### config.mk
export PLATFORM = sky130hd
export DESIGN_NAME = mouse_motion_accel_skew_unit
export DESIGN_NICKNAME = d
export VERILOG_FILES = /design/src/rtl/mmas_pkg.sv /design/src/rtl/mmas_div.sv /design/src/rtl/mmas_dp.sv /design/src/rtl/mmas_ctrl.sv /design/src/rtl/mouse_motion_accel_skew_unit.sv
export SDC_FILE = /design/constraint.sdc
export NUM_CORES = 2
export LEC_CHECK = 0
export BUFFER_PORTS_ARGS = -buffer_cell sky130_fd_sc_hd__clkbuf_2
export CAP_MARGIN = 20
export CORE_MARGIN = 10
export CORE_UTILIZATION = 55
export CTS_CLUSTER_DIAMETER = 200
export DETAILED_ROUTE_END_ITERATION = 6
export PLACE_DENSITY = 0.71
export SYNTH_ARGS = -nofsm -noshare
export SYNTH_HDL_FRONTEND = slang
export SYNTH_SLANG_ARGS = --single-unit
export TNS_END_PERCENT = 5
### constraint.sdc
create_clock -name aclk -period 13.2 [get_ports aclk]
set_clock_uncertainty 0.2 [all_clocks]
set_input_delay 1.32 -clock aclk [delete_from_list [all_inputs] [get_ports aclk]]
set_output_delay 1.32 -clock aclk [all_outputs]
set_load 0.01 [all_outputs]
### src/rtl/mmas_pkg.sv
// Shared widths, codes, command/status structs and saturation helpers
// for the motion unit. No dependencies.
package mmas_pkg;

    localparam int DATA_W              = 16;
    localparam int CNT_W               = 17;
    localparam int CFG_IDX_W           = 4;
    localparam int DVD_W               = 32;
    localparam int MUL_W               = DATA_W + 1;
    localparam int ACC_W               = 2 * MUL_W;
    localparam int COEF_FRAC_BITS_DEF  = 14;

    // 1.0 in Q2.14, reset value of both cosine coefficients
    localparam logic signed [DATA_W-1:0] COEF_RESET = DATA_W'(16384);

    localparam logic signed [DATA_W-1:0] VAL_MAX = DATA_W'(2 ** (DATA_W - 1) - 1);
    localparam logic signed [DATA_W-1:0] VAL_MIN = ~VAL_MAX;
    localparam logic signed [ACC_W-1:0]  SAT_HI  = ACC_W'(2 ** (DATA_W - 1) - 1);
    localparam logic signed [ACC_W-1:0]  SAT_LO  = ~SAT_HI;

    typedef enum logic [CFG_IDX_W-1:0] {
        REG_SKIP_COUNT  = 4'd0,
        REG_ACCEL_DIV_X = 4'd1,
        REG_ACCEL_DIV_Y = 4'd2,
        REG_SKEW_ENABLE = 4'd3,
        REG_COS_X       = 4'd4,
        REG_SIN_X       = 4'd5,
        REG_COS_Y       = 4'd6,
        REG_SIN_Y       = 4'd7
    } cfg_reg_t;

    typedef enum logic [2:0] {
        MUL_MAGX = 3'd0,
        MUL_MAGY = 3'd1,
        MUL_XCX  = 3'd2,
        MUL_YSX  = 3'd3,
        MUL_YCY  = 3'd4,
        MUL_XSY  = 3'd5
    } mul_sel_t;

    typedef enum logic [2:0] {
        ACC_NONE   = 3'd0,
        ACC_X_LOAD = 3'd1,
        ACC_X_SUB  = 3'd2,
        ACC_Y_LOAD = 3'd3,
        ACC_Y_ADD  = 3'd4
    } acc_op_t;

    typedef struct packed {
        logic     load_in;
        logic     mul_en;
        mul_sel_t mul_sel;
        logic     div_start_x;
        logic     div_start_y;
        logic     accel_upd;
        acc_op_t  acc_op;
        logic     skew_upd;
        logic     cnt_upd;
        logic     out_load;
    } mmas_cmd_t;

    typedef struct packed {
        logic scroll_emit;
        logic accel_on;
        logic skew_on;
        logic div_busy;
    } mmas_status_t;

    function automatic logic signed [DATA_W-1:0] sat16(input logic signed [ACC_W-1:0] v);
        logic signed [DATA_W-1:0] r;
        if (v > SAT_HI) begin
            r = VAL_MAX;
        end else if (v < SAT_LO) begin
            r = VAL_MIN;
        end else begin
            r = v[DATA_W-1:0];
        end
        return r;
    endfunction

    function automatic logic signed [DATA_W-1:0] negsat16(input logic signed [DATA_W-1:0] d);
        logic signed [DATA_W-1:0] r;
        if (d == VAL_MIN) begin
            r = VAL_MAX;
        end else begin
            r = -d;
        end
        return r;
    endfunction

endpackage

### src/rtl/mmas_div.sv
// Unsigned restoring divider, two quotient bits per cycle.
// Uses mmas_pkg for default widths.
module mmas_div #(
    parameter int DVD_W = mmas_pkg::DVD_W,
    parameter int DVS_W = mmas_pkg::DATA_W
) (
    input  logic             aclk,
    input  logic             aresetn,
    input  logic             start,
    input  logic [DVD_W-1:0] dividend,
    input  logic [DVS_W-1:0] divisor,
    output logic             busy,
    output logic [DVD_W-1:0] quotient
);
    import mmas_pkg::*;

    localparam int STEPS  = DVD_W / 2;
    localparam int STEP_W = $clog2(STEPS + 1);

    logic [DVD_W-1:0]  quo_reg;
    logic [DVS_W-1:0]  rem_reg;
    logic [DVS_W-1:0]  dvs_reg;
    logic [STEP_W-1:0] cnt_reg;
    logic              busy_reg;

    logic [DVS_W:0]   cand1, cand2, dvs_ext;
    logic             ge1, ge2;
    logic [DVS_W-1:0] rem1, rem2;

    always_comb begin
        dvs_ext = {1'b0, dvs_reg};
        cand1   = {rem_reg, quo_reg[DVD_W-1]};
        ge1     = (cand1 >= dvs_ext);
        rem1    = ge1 ? DVS_W'(cand1 - dvs_ext) : cand1[DVS_W-1:0];
        cand2   = {rem1, quo_reg[DVD_W-2]};
        ge2     = (cand2 >= dvs_ext);
        rem2    = ge2 ? DVS_W'(cand2 - dvs_ext) : cand2[DVS_W-1:0];
    end

    always_ff @(posedge aclk) begin
        if (!aresetn) begin
            busy_reg <= 1'b0;
            cnt_reg  <= '0;
        end else if (start) begin
            busy_reg <= 1'b1;
            cnt_reg  <= STEP_W'(STEPS);
        end else if (busy_reg) begin
            cnt_reg <= cnt_reg - STEP_W'(1);
            if (cnt_reg == STEP_W'(1)) begin
                busy_reg <= 1'b0;
            end
        end
    end

    always_ff @(posedge aclk) begin
        if (start) begin
            quo_reg <= dividend;
            rem_reg <= '0;
            dvs_reg <= divisor;
        end else if (busy_reg) begin
            // dividend bits leave at the top, quotient bits enter at the bottom
            quo_reg <= {quo_reg[DVD_W-3:0], ge1, ge2};
            rem_reg <= rem2;
        end
    end

    assign busy     = busy_reg;
    assign quotient = quo_reg;

endmodule

### src/rtl/mmas_dp.sv
// Datapath: config registers, scroll counter, shared multiplier, two dividers,
// accumulators and output register. Uses mmas_pkg and mmas_div.
module mmas_dp #(
    parameter int COEF_FRAC_BITS = mmas_pkg::COEF_FRAC_BITS_DEF
) (
    input  logic                                aclk,
    input  logic                                aresetn,
    input  logic                                cfg_valid,
    input  logic [mmas_pkg::CFG_IDX_W-1:0]      cfg_index,
    input  logic [mmas_pkg::DATA_W-1:0]         cfg_data,
    input  logic signed [mmas_pkg::DATA_W-1:0]  s_delta_x,
    input  logic signed [mmas_pkg::DATA_W-1:0]  s_delta_y,
    input  logic                                s_scroll_active,
    input  mmas_pkg::mmas_cmd_t                 cmd,
    output mmas_pkg::mmas_status_t              status,
    output logic                                out_kind,
    output logic signed [mmas_pkg::DATA_W-1:0]  out_first,
    output logic signed [mmas_pkg::DATA_W-1:0]  out_second
);
    import mmas_pkg::*;

    localparam logic signed [ACC_W-1:0] QD_BIAS  = ACC_W'((2 ** COEF_FRAC_BITS) - 1);
    localparam logic [CNT_W-1:0]        CNT_FULL = '1;

    logic [DATA_W-1:0]        skip_reg, div_x_reg, div_y_reg;
    logic                     skew_en_reg;
    logic signed [DATA_W-1:0] cos_x_reg, sin_x_reg, cos_y_reg, sin_y_reg;
    logic [CNT_W-1:0]         count_reg;

    logic signed [DATA_W-1:0] x_reg, y_reg;
    logic                     kind_reg;
    logic signed [ACC_W-1:0]  prod_reg, acc_x_reg, acc_y_reg;
    logic                     okind_reg;
    logic signed [DATA_W-1:0] ofirst_reg, osecond_reg;

    logic [DATA_W-1:0]        mag_x, mag_y;
    logic signed [MUL_W-1:0]  mul_a, mul_b;
    logic                     busy_x, busy_y;
    logic [DVD_W-1:0]         quo_x, quo_y;

    function automatic logic signed [DATA_W-1:0] accel_sat(
        input logic signed [DATA_W-1:0] d,
        input logic [DATA_W-1:0]        mag,
        input logic [DVD_W-1:0]         q
    );
        logic [ACC_W-1:0]        sum;
        logic signed [ACC_W-1:0] v;
        sum = {{(ACC_W - DATA_W){1'b0}}, mag} + {{(ACC_W - DVD_W){1'b0}}, q};
        v   = d[DATA_W-1] ? -$signed(sum) : $signed(sum);
        return sat16(v);
    endfunction

    // truncate toward zero: bias negative values before the arithmetic shift
    function automatic logic signed [DATA_W-1:0] qdiv(input logic signed [ACC_W-1:0] v);
        logic signed [ACC_W-1:0] t;
        t = v[ACC_W-1] ? ((v + QD_BIAS) >>> COEF_FRAC_BITS) : (v >>> COEF_FRAC_BITS);
        return sat16(t);
    endfunction

    always_ff @(posedge aclk) begin
        if (!aresetn) begin
            skip_reg    <= '0;
            div_x_reg   <= '0;
            div_y_reg   <= '0;
            skew_en_reg <= 1'b0;
            cos_x_reg   <= COEF_RESET;
            sin_x_reg   <= '0;
            cos_y_reg   <= COEF_RESET;
            sin_y_reg   <= '0;
        end else if (cfg_valid) begin
            case (cfg_index)
                REG_SKIP_COUNT:  skip_reg    <= cfg_data;
                REG_ACCEL_DIV_X: div_x_reg   <= cfg_data;
                REG_ACCEL_DIV_Y: div_y_reg   <= cfg_data;
                REG_SKEW_ENABLE: skew_en_reg <= cfg_data[0];
                REG_COS_X:       cos_x_reg   <= cfg_data;
                REG_SIN_X:       sin_x_reg   <= cfg_data;
                REG_COS_Y:       cos_y_reg   <= cfg_data;
                REG_SIN_Y:       sin_y_reg   <= cfg_data;
                default: ;
            endcase
        end
    end

    always_ff @(posedge aclk) begin
        if (!aresetn) begin
            count_reg <= '0;
        end else if (cmd.cnt_upd) begin
            // an emitted report clears the count, then it advances as usual
            if (status.scroll_emit) begin
                count_reg <= CNT_W'(1);
            end else if (count_reg != CNT_FULL) begin
                count_reg <= count_reg + CNT_W'(1);
            end
        end
    end

    always_comb begin
        mag_x = x_reg[DATA_W-1] ? DATA_W'(-x_reg) : x_reg;
        mag_y = y_reg[DATA_W-1] ? DATA_W'(-y_reg) : y_reg;
        case (cmd.mul_sel)
            MUL_MAGX: begin mul_a = {1'b0, mag_x};         mul_b = {1'b0, mag_x};             end
            MUL_MAGY: begin mul_a = {1'b0, mag_y};         mul_b = {1'b0, mag_y};             end
            MUL_XCX:  begin mul_a = {x_reg[DATA_W-1], x_reg}; mul_b = {cos_x_reg[DATA_W-1], cos_x_reg}; end
            MUL_YSX:  begin mul_a = {y_reg[DATA_W-1], y_reg}; mul_b = {sin_x_reg[DATA_W-1], sin_x_reg}; end
            MUL_YCY:  begin mul_a = {y_reg[DATA_W-1], y_reg}; mul_b = {cos_y_reg[DATA_W-1], cos_y_reg}; end
            MUL_XSY:  begin mul_a = {x_reg[DATA_W-1], x_reg}; mul_b = {sin_y_reg[DATA_W-1], sin_y_reg}; end
            default:  begin mul_a = '0;                    mul_b = '0;                        end
        endcase
    end

    mmas_div #(
        .DVD_W (DVD_W),
        .DVS_W (DATA_W)
    ) u_div_x (
        .aclk     (aclk),
        .aresetn  (aresetn),
        .start    (cmd.div_start_x),
        .dividend (prod_reg[DVD_W-1:0]),
        .divisor  (div_x_reg),
        .busy     (busy_x),
        .quotient (quo_x)
    );

    mmas_div #(
        .DVD_W (DVD_W),
        .DVS_W (DATA_W)
    ) u_div_y (
        .aclk     (aclk),
        .aresetn  (aresetn),
        .start    (cmd.div_start_y),
        .dividend (prod_reg[DVD_W-1:0]),
        .divisor  (div_y_reg),
        .busy     (busy_y),
        .quotient (quo_y)
    );

    always_ff @(posedge aclk) begin
        if (cmd.load_in) begin
            x_reg    <= s_delta_x;
            y_reg    <= s_delta_y;
            kind_reg <= s_scroll_active;
        end else if (cmd.accel_upd) begin
            x_reg <= accel_sat(x_reg, mag_x, quo_x);
            y_reg <= accel_sat(y_reg, mag_y, quo_y);
        end else if (cmd.skew_upd) begin
            x_reg <= qdiv(acc_x_reg);
            y_reg <= qdiv(acc_y_reg);
        end

        if (cmd.mul_en) begin
            prod_reg <= mul_a * mul_b;
        end

        case (cmd.acc_op)
            ACC_X_LOAD: acc_x_reg <= prod_reg;
            ACC_X_SUB:  acc_x_reg <= acc_x_reg - prod_reg;
            ACC_Y_LOAD: acc_y_reg <= prod_reg;
            ACC_Y_ADD:  acc_y_reg <= acc_y_reg + prod_reg;
            default: ;
        endcase

        if (cmd.out_load) begin
            okind_reg   <= kind_reg;
            ofirst_reg  <= kind_reg ? negsat16(y_reg) : x_reg;
            osecond_reg <= kind_reg ? x_reg : negsat16(y_reg);
        end
    end

    assign status.scroll_emit = (count_reg >= {1'b0, skip_reg});
    assign status.accel_on    = (|div_x_reg) && (|div_y_reg);
    assign status.skew_on     = skew_en_reg;
    assign status.div_busy    = busy_x || busy_y;

    assign out_kind   = okind_reg;
    assign out_first  = ofirst_reg;
    assign out_second = osecond_reg;

endmodule

### src/rtl/mmas_ctrl.sv
// Controller state machine: sequences multiplier, dividers and accumulators,
// owns the input ready and output valid. Uses mmas_pkg.
module mmas_ctrl (
    input  logic                   aclk,
    input  logic                   aresetn,
    input  logic                   s_valid,
    input  logic                   s_scroll_active,
    input  logic                   m_ready,
    input  mmas_pkg::mmas_status_t status,
    output logic                   s_ready,
    output logic                   m_valid,
    output mmas_pkg::mmas_cmd_t    cmd
);
    import mmas_pkg::*;

    typedef enum logic [13:0] {
        ST_IDLE = 14'h0001,
        ST_SCR  = 14'h0002,
        ST_MX   = 14'h0004,
        ST_MY   = 14'h0008,
        ST_DS   = 14'h0010,
        ST_DIV  = 14'h0020,
        ST_ACC  = 14'h0040,
        ST_K0   = 14'h0080,
        ST_K1   = 14'h0100,
        ST_K2   = 14'h0200,
        ST_K3   = 14'h0400,
        ST_K4   = 14'h0800,
        ST_QD   = 14'h1000,
        ST_DONE = 14'h2000
    } state_t;

    state_t state_reg, state_next;
    logic   m_valid_reg, m_valid_next;

    always_comb begin
        cmd        = '0;
        state_next = state_reg;
        unique case (state_reg)
            ST_IDLE: begin
                if (s_valid) begin
                    cmd.load_in = 1'b1;
                    if (s_scroll_active) begin
                        state_next = ST_SCR;
                    end else if (status.accel_on) begin
                        state_next = ST_MX;
                    end else if (status.skew_on) begin
                        state_next = ST_K0;
                    end else begin
                        state_next = ST_DONE;
                    end
                end
            end
            ST_SCR: begin
                cmd.cnt_upd = 1'b1;
                state_next  = status.scroll_emit ? ST_DONE : ST_IDLE;
            end
            ST_MX: begin
                cmd.mul_en  = 1'b1;
                cmd.mul_sel = MUL_MAGX;
                state_next  = ST_MY;
            end
            ST_MY: begin
                cmd.mul_en      = 1'b1;
                cmd.mul_sel     = MUL_MAGY;
                cmd.div_start_x = 1'b1;
                state_next      = ST_DS;
            end
            ST_DS: begin
                cmd.div_start_y = 1'b1;
                state_next      = ST_DIV;
            end
            ST_DIV: begin
                if (!status.div_busy) begin
                    state_next = ST_ACC;
                end
            end
            ST_ACC: begin
                cmd.accel_upd = 1'b1;
                state_next    = status.skew_on ? ST_K0 : ST_DONE;
            end
            ST_K0: begin
                cmd.mul_en  = 1'b1;
                cmd.mul_sel = MUL_XCX;
                state_next  = ST_K1;
            end
            ST_K1: begin
                cmd.mul_en  = 1'b1;
                cmd.mul_sel = MUL_YSX;
                cmd.acc_op  = ACC_X_LOAD;
                state_next  = ST_K2;
            end
            ST_K2: begin
                cmd.mul_en  = 1'b1;
                cmd.mul_sel = MUL_YCY;
                cmd.acc_op  = ACC_X_SUB;
                state_next  = ST_K3;
            end
            ST_K3: begin
                cmd.mul_en  = 1'b1;
                cmd.mul_sel = MUL_XSY;
                cmd.acc_op  = ACC_Y_LOAD;
                state_next  = ST_K4;
            end
            ST_K4: begin
                cmd.acc_op = ACC_Y_ADD;
                state_next = ST_QD;
            end
            ST_QD: begin
                cmd.skew_upd = 1'b1;
                state_next   = ST_DONE;
            end
            ST_DONE: begin
                // hold until the output register is free or being drained
                if (!m_valid_reg || m_ready) begin
                    cmd.out_load = 1'b1;
                    state_next   = ST_IDLE;
                end
            end
            default: state_next = ST_IDLE;
        endcase
    end

    always_comb begin
        m_valid_next = m_valid_reg;
        if (cmd.out_load) begin
            m_valid_next = 1'b1;
        end else if (m_ready) begin
            m_valid_next = 1'b0;
        end
    end

    always_ff @(posedge aclk) begin
        if (!aresetn) begin
            state_reg   <= ST_IDLE;
            m_valid_reg <= 1'b0;
        end else begin
            state_reg   <= state_next;
            m_valid_reg <= m_valid_next;
        end
    end

    assign s_ready = (state_reg == ST_IDLE);
    assign m_valid = m_valid_reg;

endmodule

### src/rtl/mouse_motion_accel_skew_unit.sv
// Top level of the motion unit: controller plus datapath.
// Uses mmas_pkg, mmas_ctrl, mmas_dp.
//
// Turns one sensor motion request (dx, dy, scroll level) into at most one
// report. A scroll request passes the counter update and, if it yields a report,
// the done state, which waits for a free output register; the first report comes
// on request skip setting plus one, and after it one in every skip setting (at
// least every request). A move request runs, if acceleration is on, the squares on
// the single shared 17x17 multiplier and the two-bits-per-cycle dividers (each fed
// a 32-bit square), then, if skew is on, the rotation and rescale, then the done
// state. One request is in work at a time; a finished report waits in the output
// register while the next request is taken. Configuration writes are always ready
// and must only be issued while the unit is idle.
module mouse_motion_accel_skew_unit #(
    parameter int COEF_FRAC_BITS = mmas_pkg::COEF_FRAC_BITS_DEF
) (
    input  logic                               aclk,
    input  logic                               aresetn,
    input  logic                               s_valid,
    output logic                               s_ready,
    input  logic signed [mmas_pkg::DATA_W-1:0] s_delta_x,
    input  logic signed [mmas_pkg::DATA_W-1:0] s_delta_y,
    input  logic                               s_scroll_active,
    output logic                               m_valid,
    input  logic                               m_ready,
    output logic                               m_report_kind,
    output logic signed [mmas_pkg::DATA_W-1:0] m_first_value,
    output logic signed [mmas_pkg::DATA_W-1:0] m_second_value,
    input  logic                               cfg_valid,
    output logic                               cfg_ready,
    input  logic [mmas_pkg::CFG_IDX_W-1:0]     cfg_index,
    input  logic [mmas_pkg::DATA_W-1:0]        cfg_data
);
    import mmas_pkg::*;

    mmas_cmd_t    cmd;
    mmas_status_t status;

    assign cfg_ready = 1'b1;

    mmas_ctrl u_ctrl (
        .aclk            (aclk),
        .aresetn         (aresetn),
        .s_valid         (s_valid),
        .s_scroll_active (s_scroll_active),
        .m_ready         (m_ready),
        .status          (status),
        .s_ready         (s_ready),
        .m_valid         (m_valid),
        .cmd             (cmd)
    );

    mmas_dp #(
        .COEF_FRAC_BITS (COEF_FRAC_BITS)
    ) u_dp (
        .aclk            (aclk),
        .aresetn         (aresetn),
        .cfg_valid       (cfg_valid && cfg_ready),
        .cfg_index       (cfg_index),
        .cfg_data        (cfg_data),
        .s_delta_x       (s_delta_x),
        .s_delta_y       (s_delta_y),
        .s_scroll_active (s_scroll_active),
        .cmd             (cmd),
        .status          (status),
        .out_kind        (m_report_kind),
        .out_first       (m_first_value),
        .out_second      (m_second_value)
    );

endmodule

==> Implementation_results.wiki <==
{| class="wikitable"
! Metric !! Value
|-
| Cells resized by post-CTS repair || 0
|-
| Number of detailed-routing iterations run before antenna repair || 6
|-
| Arr. time, crit path || 11020 ps
|-
| Cells on worst reg2reg path || 36
|-
| Max Fclk || 0.0924 GHz
|-
| Headroom to the max-slew limit || 26.5%
|-
| Most common flop cell mapped by yosys || sky130_fd_sc_hd__edfxtp_1
|-
| Nets@finish || 5503
|-
| Worst Min Path Start || u_dp.skip_reg[1]
|-
| First-pass GRT wire length || 199 mm
|-
| Most common library cell in the layout ignoring fill and taps || sky130_fd_sc_hd__nand2_1
|-
| Period utilisation layout || 82.0%
|-
| Number of max-slew violations in the final report || 0
|-
| Clock buffers created by TritonCTS || 51
|-
| Row Count || 101
|-
| Area added between synthesis and finish || 7.72%
|-
| Critical Path Most Common Cell || sky130_fd_sc_hd__fa_1
|-
| Placed wire-length estimate || 99.4 mm
|-
| Final-report hold violation count || 0
|-
| Slowest stage cell, crit path || sky130_fd_sc_hd__nor2_1
|-
| Crit start category || flip-flop
|-
| Routed via count divided by cell count || 6.05
|-
| Post-CTS setup-driven buffer insertion count || 0
|-
| Area of the die || 88400 µm²
|-
| Max Root-Sink Buffers || 3
|-
| Final Setup Violations || 0
|-
| Data required time of the critical path || 13390 ps
|-
| Max FO, Critical Path || 31
|-
| Synthesized area per cell || 8.68 µm²
|-
| Skew-Pair Late Insertion Delay || 640 ps
|-
| Synthesized area || 42300 µm²
|-
| Placeable core area || 76100 µm²
|-
| Post-Synthesis Cells || 4873
|-
| CTS hold repair buffers || 0
|-
| Antenna violations before repair || 1
|-
| Crit path time final || 10820 ps
|-
| Post-synthesis register bit count || 453
|-
| Number of warnings printed during yosys synthesis || 0
|-
| Minimum setup slack in the final design || 2380 ps
|-
| Number of vias after detailed routing || 35943
|-
| Pin count of the biggest net entering global routing || 80
|-
| Residual overflow from global routing || 0
|-
| DRC Markers || 0
|-
| Total routed wirelength || 127 mm
|-
| Worst Max-Slew Pin Slew || 1100 ps
|-
| Buffer cell driving the clock tree root || sky130_fd_sc_hd__clkbuf_16
|-
| Post-DR wirelength/cell || 21.5 µm
|-
| Number of top-level design ports || 94
|-
| Worst flop-to-flop path startpoint || u_ctrl.state_reg[13]
|-
| Highest-count cells in the layout ignoring fill and taps || sky130_fd_sc_hd__nand2_1 (559), sky130_fd_sc_hd__inv_1 (528), sky130_fd_sc_hd__nor2_1 (450), sky130_fd_sc_hd__o21ai_0 (334), sky130_fd_sc_hd__fa_1 (304)
|-
| CTS tree || built
|-
| Die outline width || 297 µm
|-
| Async set-reset flop share out of synthesis || 0%
|-
| Post-route antenna net violation count || 0
|-
| Start-to-end type of the worst setup path || reg -> reg
|-
| Endpoint kind of the worst setup timing path || flip-flop
|-
| Hold path endpoint || u_dp.skip_reg[1]
|-
| Clock transition at the registers of the reported paths || 60 ps
|-
| Classification of the worst-slack hold path || reg -> reg
|-
| FF-to-FF End || u_dp.prod_reg[30]
|-
| Global-route usage over all layers || 28.2%
|-
| Aggregate negative setup slack || 0 ps
|-
| Outcome || complete, no violations
|-
| Number of distinct library cells after synthesis || 109
|-
| Number of cells on the worst hold path || 2
|-
| Largest stage delay on the critical path || 830 ps
|-
| Reg2reg setup slack || 2380 ps
|-
| Clk sink count || 453
|-
| Placement Setup Slack || 2430 ps
|-
| Share of cells above drive strength 1 || 6.46%
|-
| Share of synthesized area occupied by flip-flops and latches || 27.7%
|-
| Die Y-Extent || 297 µm
|-
| Number of violations of the max-capacitance limit || 0
|-
| Fill cell total of the finished layout || 6768
|-
| Post-synth EDFFs || 264
|-
| Setup repair after global routing missed its margin || false
|-
| CTS HTree Levels || 2
|-
| Via count of the first global-routing pass || 34603
|-
| Starting utilization of the core area || 55.6%
|-
| Number of design-rule violations left by the first detailed-router iteration || 3513
|-
| Nets in the synthesized netlist || 5509
|-
| Gp weighted congestion || 0.980
|-
| # port buffers || 92
|}
[per-layer routing]
| metal | vias up | global-route usage (%) | wire length, µm |
|---|---|---|---|
| met5 | - | 0 | 0 |
| met3 | 229 | 5.32 | 11600 |
| met2 | 1426 | 45.2 | 58000 |
| met1 | 17405 | 38.0 | 53100 |
| li1 | 16883 | - | - |
| met4 | 0 | 9.53 | 4760 |
[worst max-delay path: cells and delay by family (launching register included)]
kind	cells	cell delay [ps]
AOI/OAI and AO/OA	9	2510
DFF	1	340
and+or+nand+nor	13	3320
buffers and inverters	6	720
xor gates and xnor gates	1	80
adders and majority gates	7	3380
[stage by stage]
step	cell area (µm²)	util [%]	hold WS (ps)	instances
2_1_floorplan	42300	-	224	4873
3_3_place_gp	43600	57.4	237	5836
3_5_place_dp	43700	57.4	242	5837
4_1_cts	45400	59.7	255	5932
5_1_grt	45600	59.9	270	5939
6_report	45600	59.9	254	5940
[Yosys cell counts, drive strengths merged (12+ instances only)]
master / number / area, µm²
o21ai: 350 / 1760
nand4: 65 / 407
ha: 274 / 3430
nand2b: 41 / 257
o2111ai: 12 / 111
nor4: 41 / 269
o211ai: 27 / 203
o21a: 37 / 278
dfxtp: 189 / 3780
or4: 20 / 155
and2: 49 / 312
nor3b: 14 / 105
a221o: 25 / 250
a21oi: 251 / 1260
a21boi: 17 / 128
edfxtp: 264 / 7930
mux2i: 86 / 861
a221oi: 18 / 158
o21bai: 16 / 120
mux2: 14 / 158
and3: 31 / 194
or2: 23 / 144
inv: 528 / 1980
xor2: 138 / 1210
a31oi: 39 / 244
a21o: 60 / 452
nor3: 67 / 345
fa: 304 / 6090
nand2: 560 / 2100
a22oi: 16 / 120
or3: 48 / 305
buf: 16 / 91.3
a211oi: 24 / 185
nand3: 100 / 510
o211a: 12 / 120
o31ai: 55 / 440
nor2b: 42 / 270
nand3b: 16 / 120
a22o: 40 / 350
xnor2: 175 / 1530
nor2: 451 / 1690
clkbuf: 190 / 713
[kinds of logic (layout without fill, tap and decap cells)]
| kind of cell | Yosys count | count (layout) | share of synthesized area, % |
|---|---|---|---|
| other | 1 | 2 | 0.00887 |
| adders and majority gates | 578 | 578 | 22.5 |
| buffers and inverters | 737 | 773 | 6.62 |
| DFF | 453 | 453 | 27.7 |
| and+or+nand+nor | 1600 | 1600 | 17.7 |
| muxes | 100 | 100 | 2.41 |
| AOI/OAI and AO/OA | 1091 | 1091 | 16.6 |
| xor gates and xnor gates | 313 | 313 | 6.48 |
[area by class of cell]
cell class,instances,area (µm²),share of cell area (%)
Clock inverter,38,465,1.02
Antenna cell,1,2.50,0.00549
Tap cell,1030,1290,2.83
Clock buffer,57,1310,2.87
Multi-Input combinational cell,3683,27800,61.1
Sequential cell,453,11700,25.7
Inverter,531,1990,4.38
Timing Repair Buffer,147,947,2.08
[worst max path at each step]
stage                         startpoint                 to  slack [ps]
finish              u_ctrl.state_reg[13]  u_dp.prod_reg[30]        2380
global route        u_ctrl.state_reg[13]  u_dp.prod_reg[32]        1600
CTS                 u_ctrl.state_reg[13]  u_dp.prod_reg[30]        2390
detailed placement  u_ctrl.state_reg[13]  u_dp.prod_reg[30]        2430
global placement    u_ctrl.state_reg[13]  u_dp.prod_reg[30]        2690
floorplan           u_ctrl.state_reg[13]  u_dp.prod_reg[30]        2870
Power is left out: the tool's default activity adds up to more than one toggle a clock period on the data nets, which glitch-free logic cannot reach.
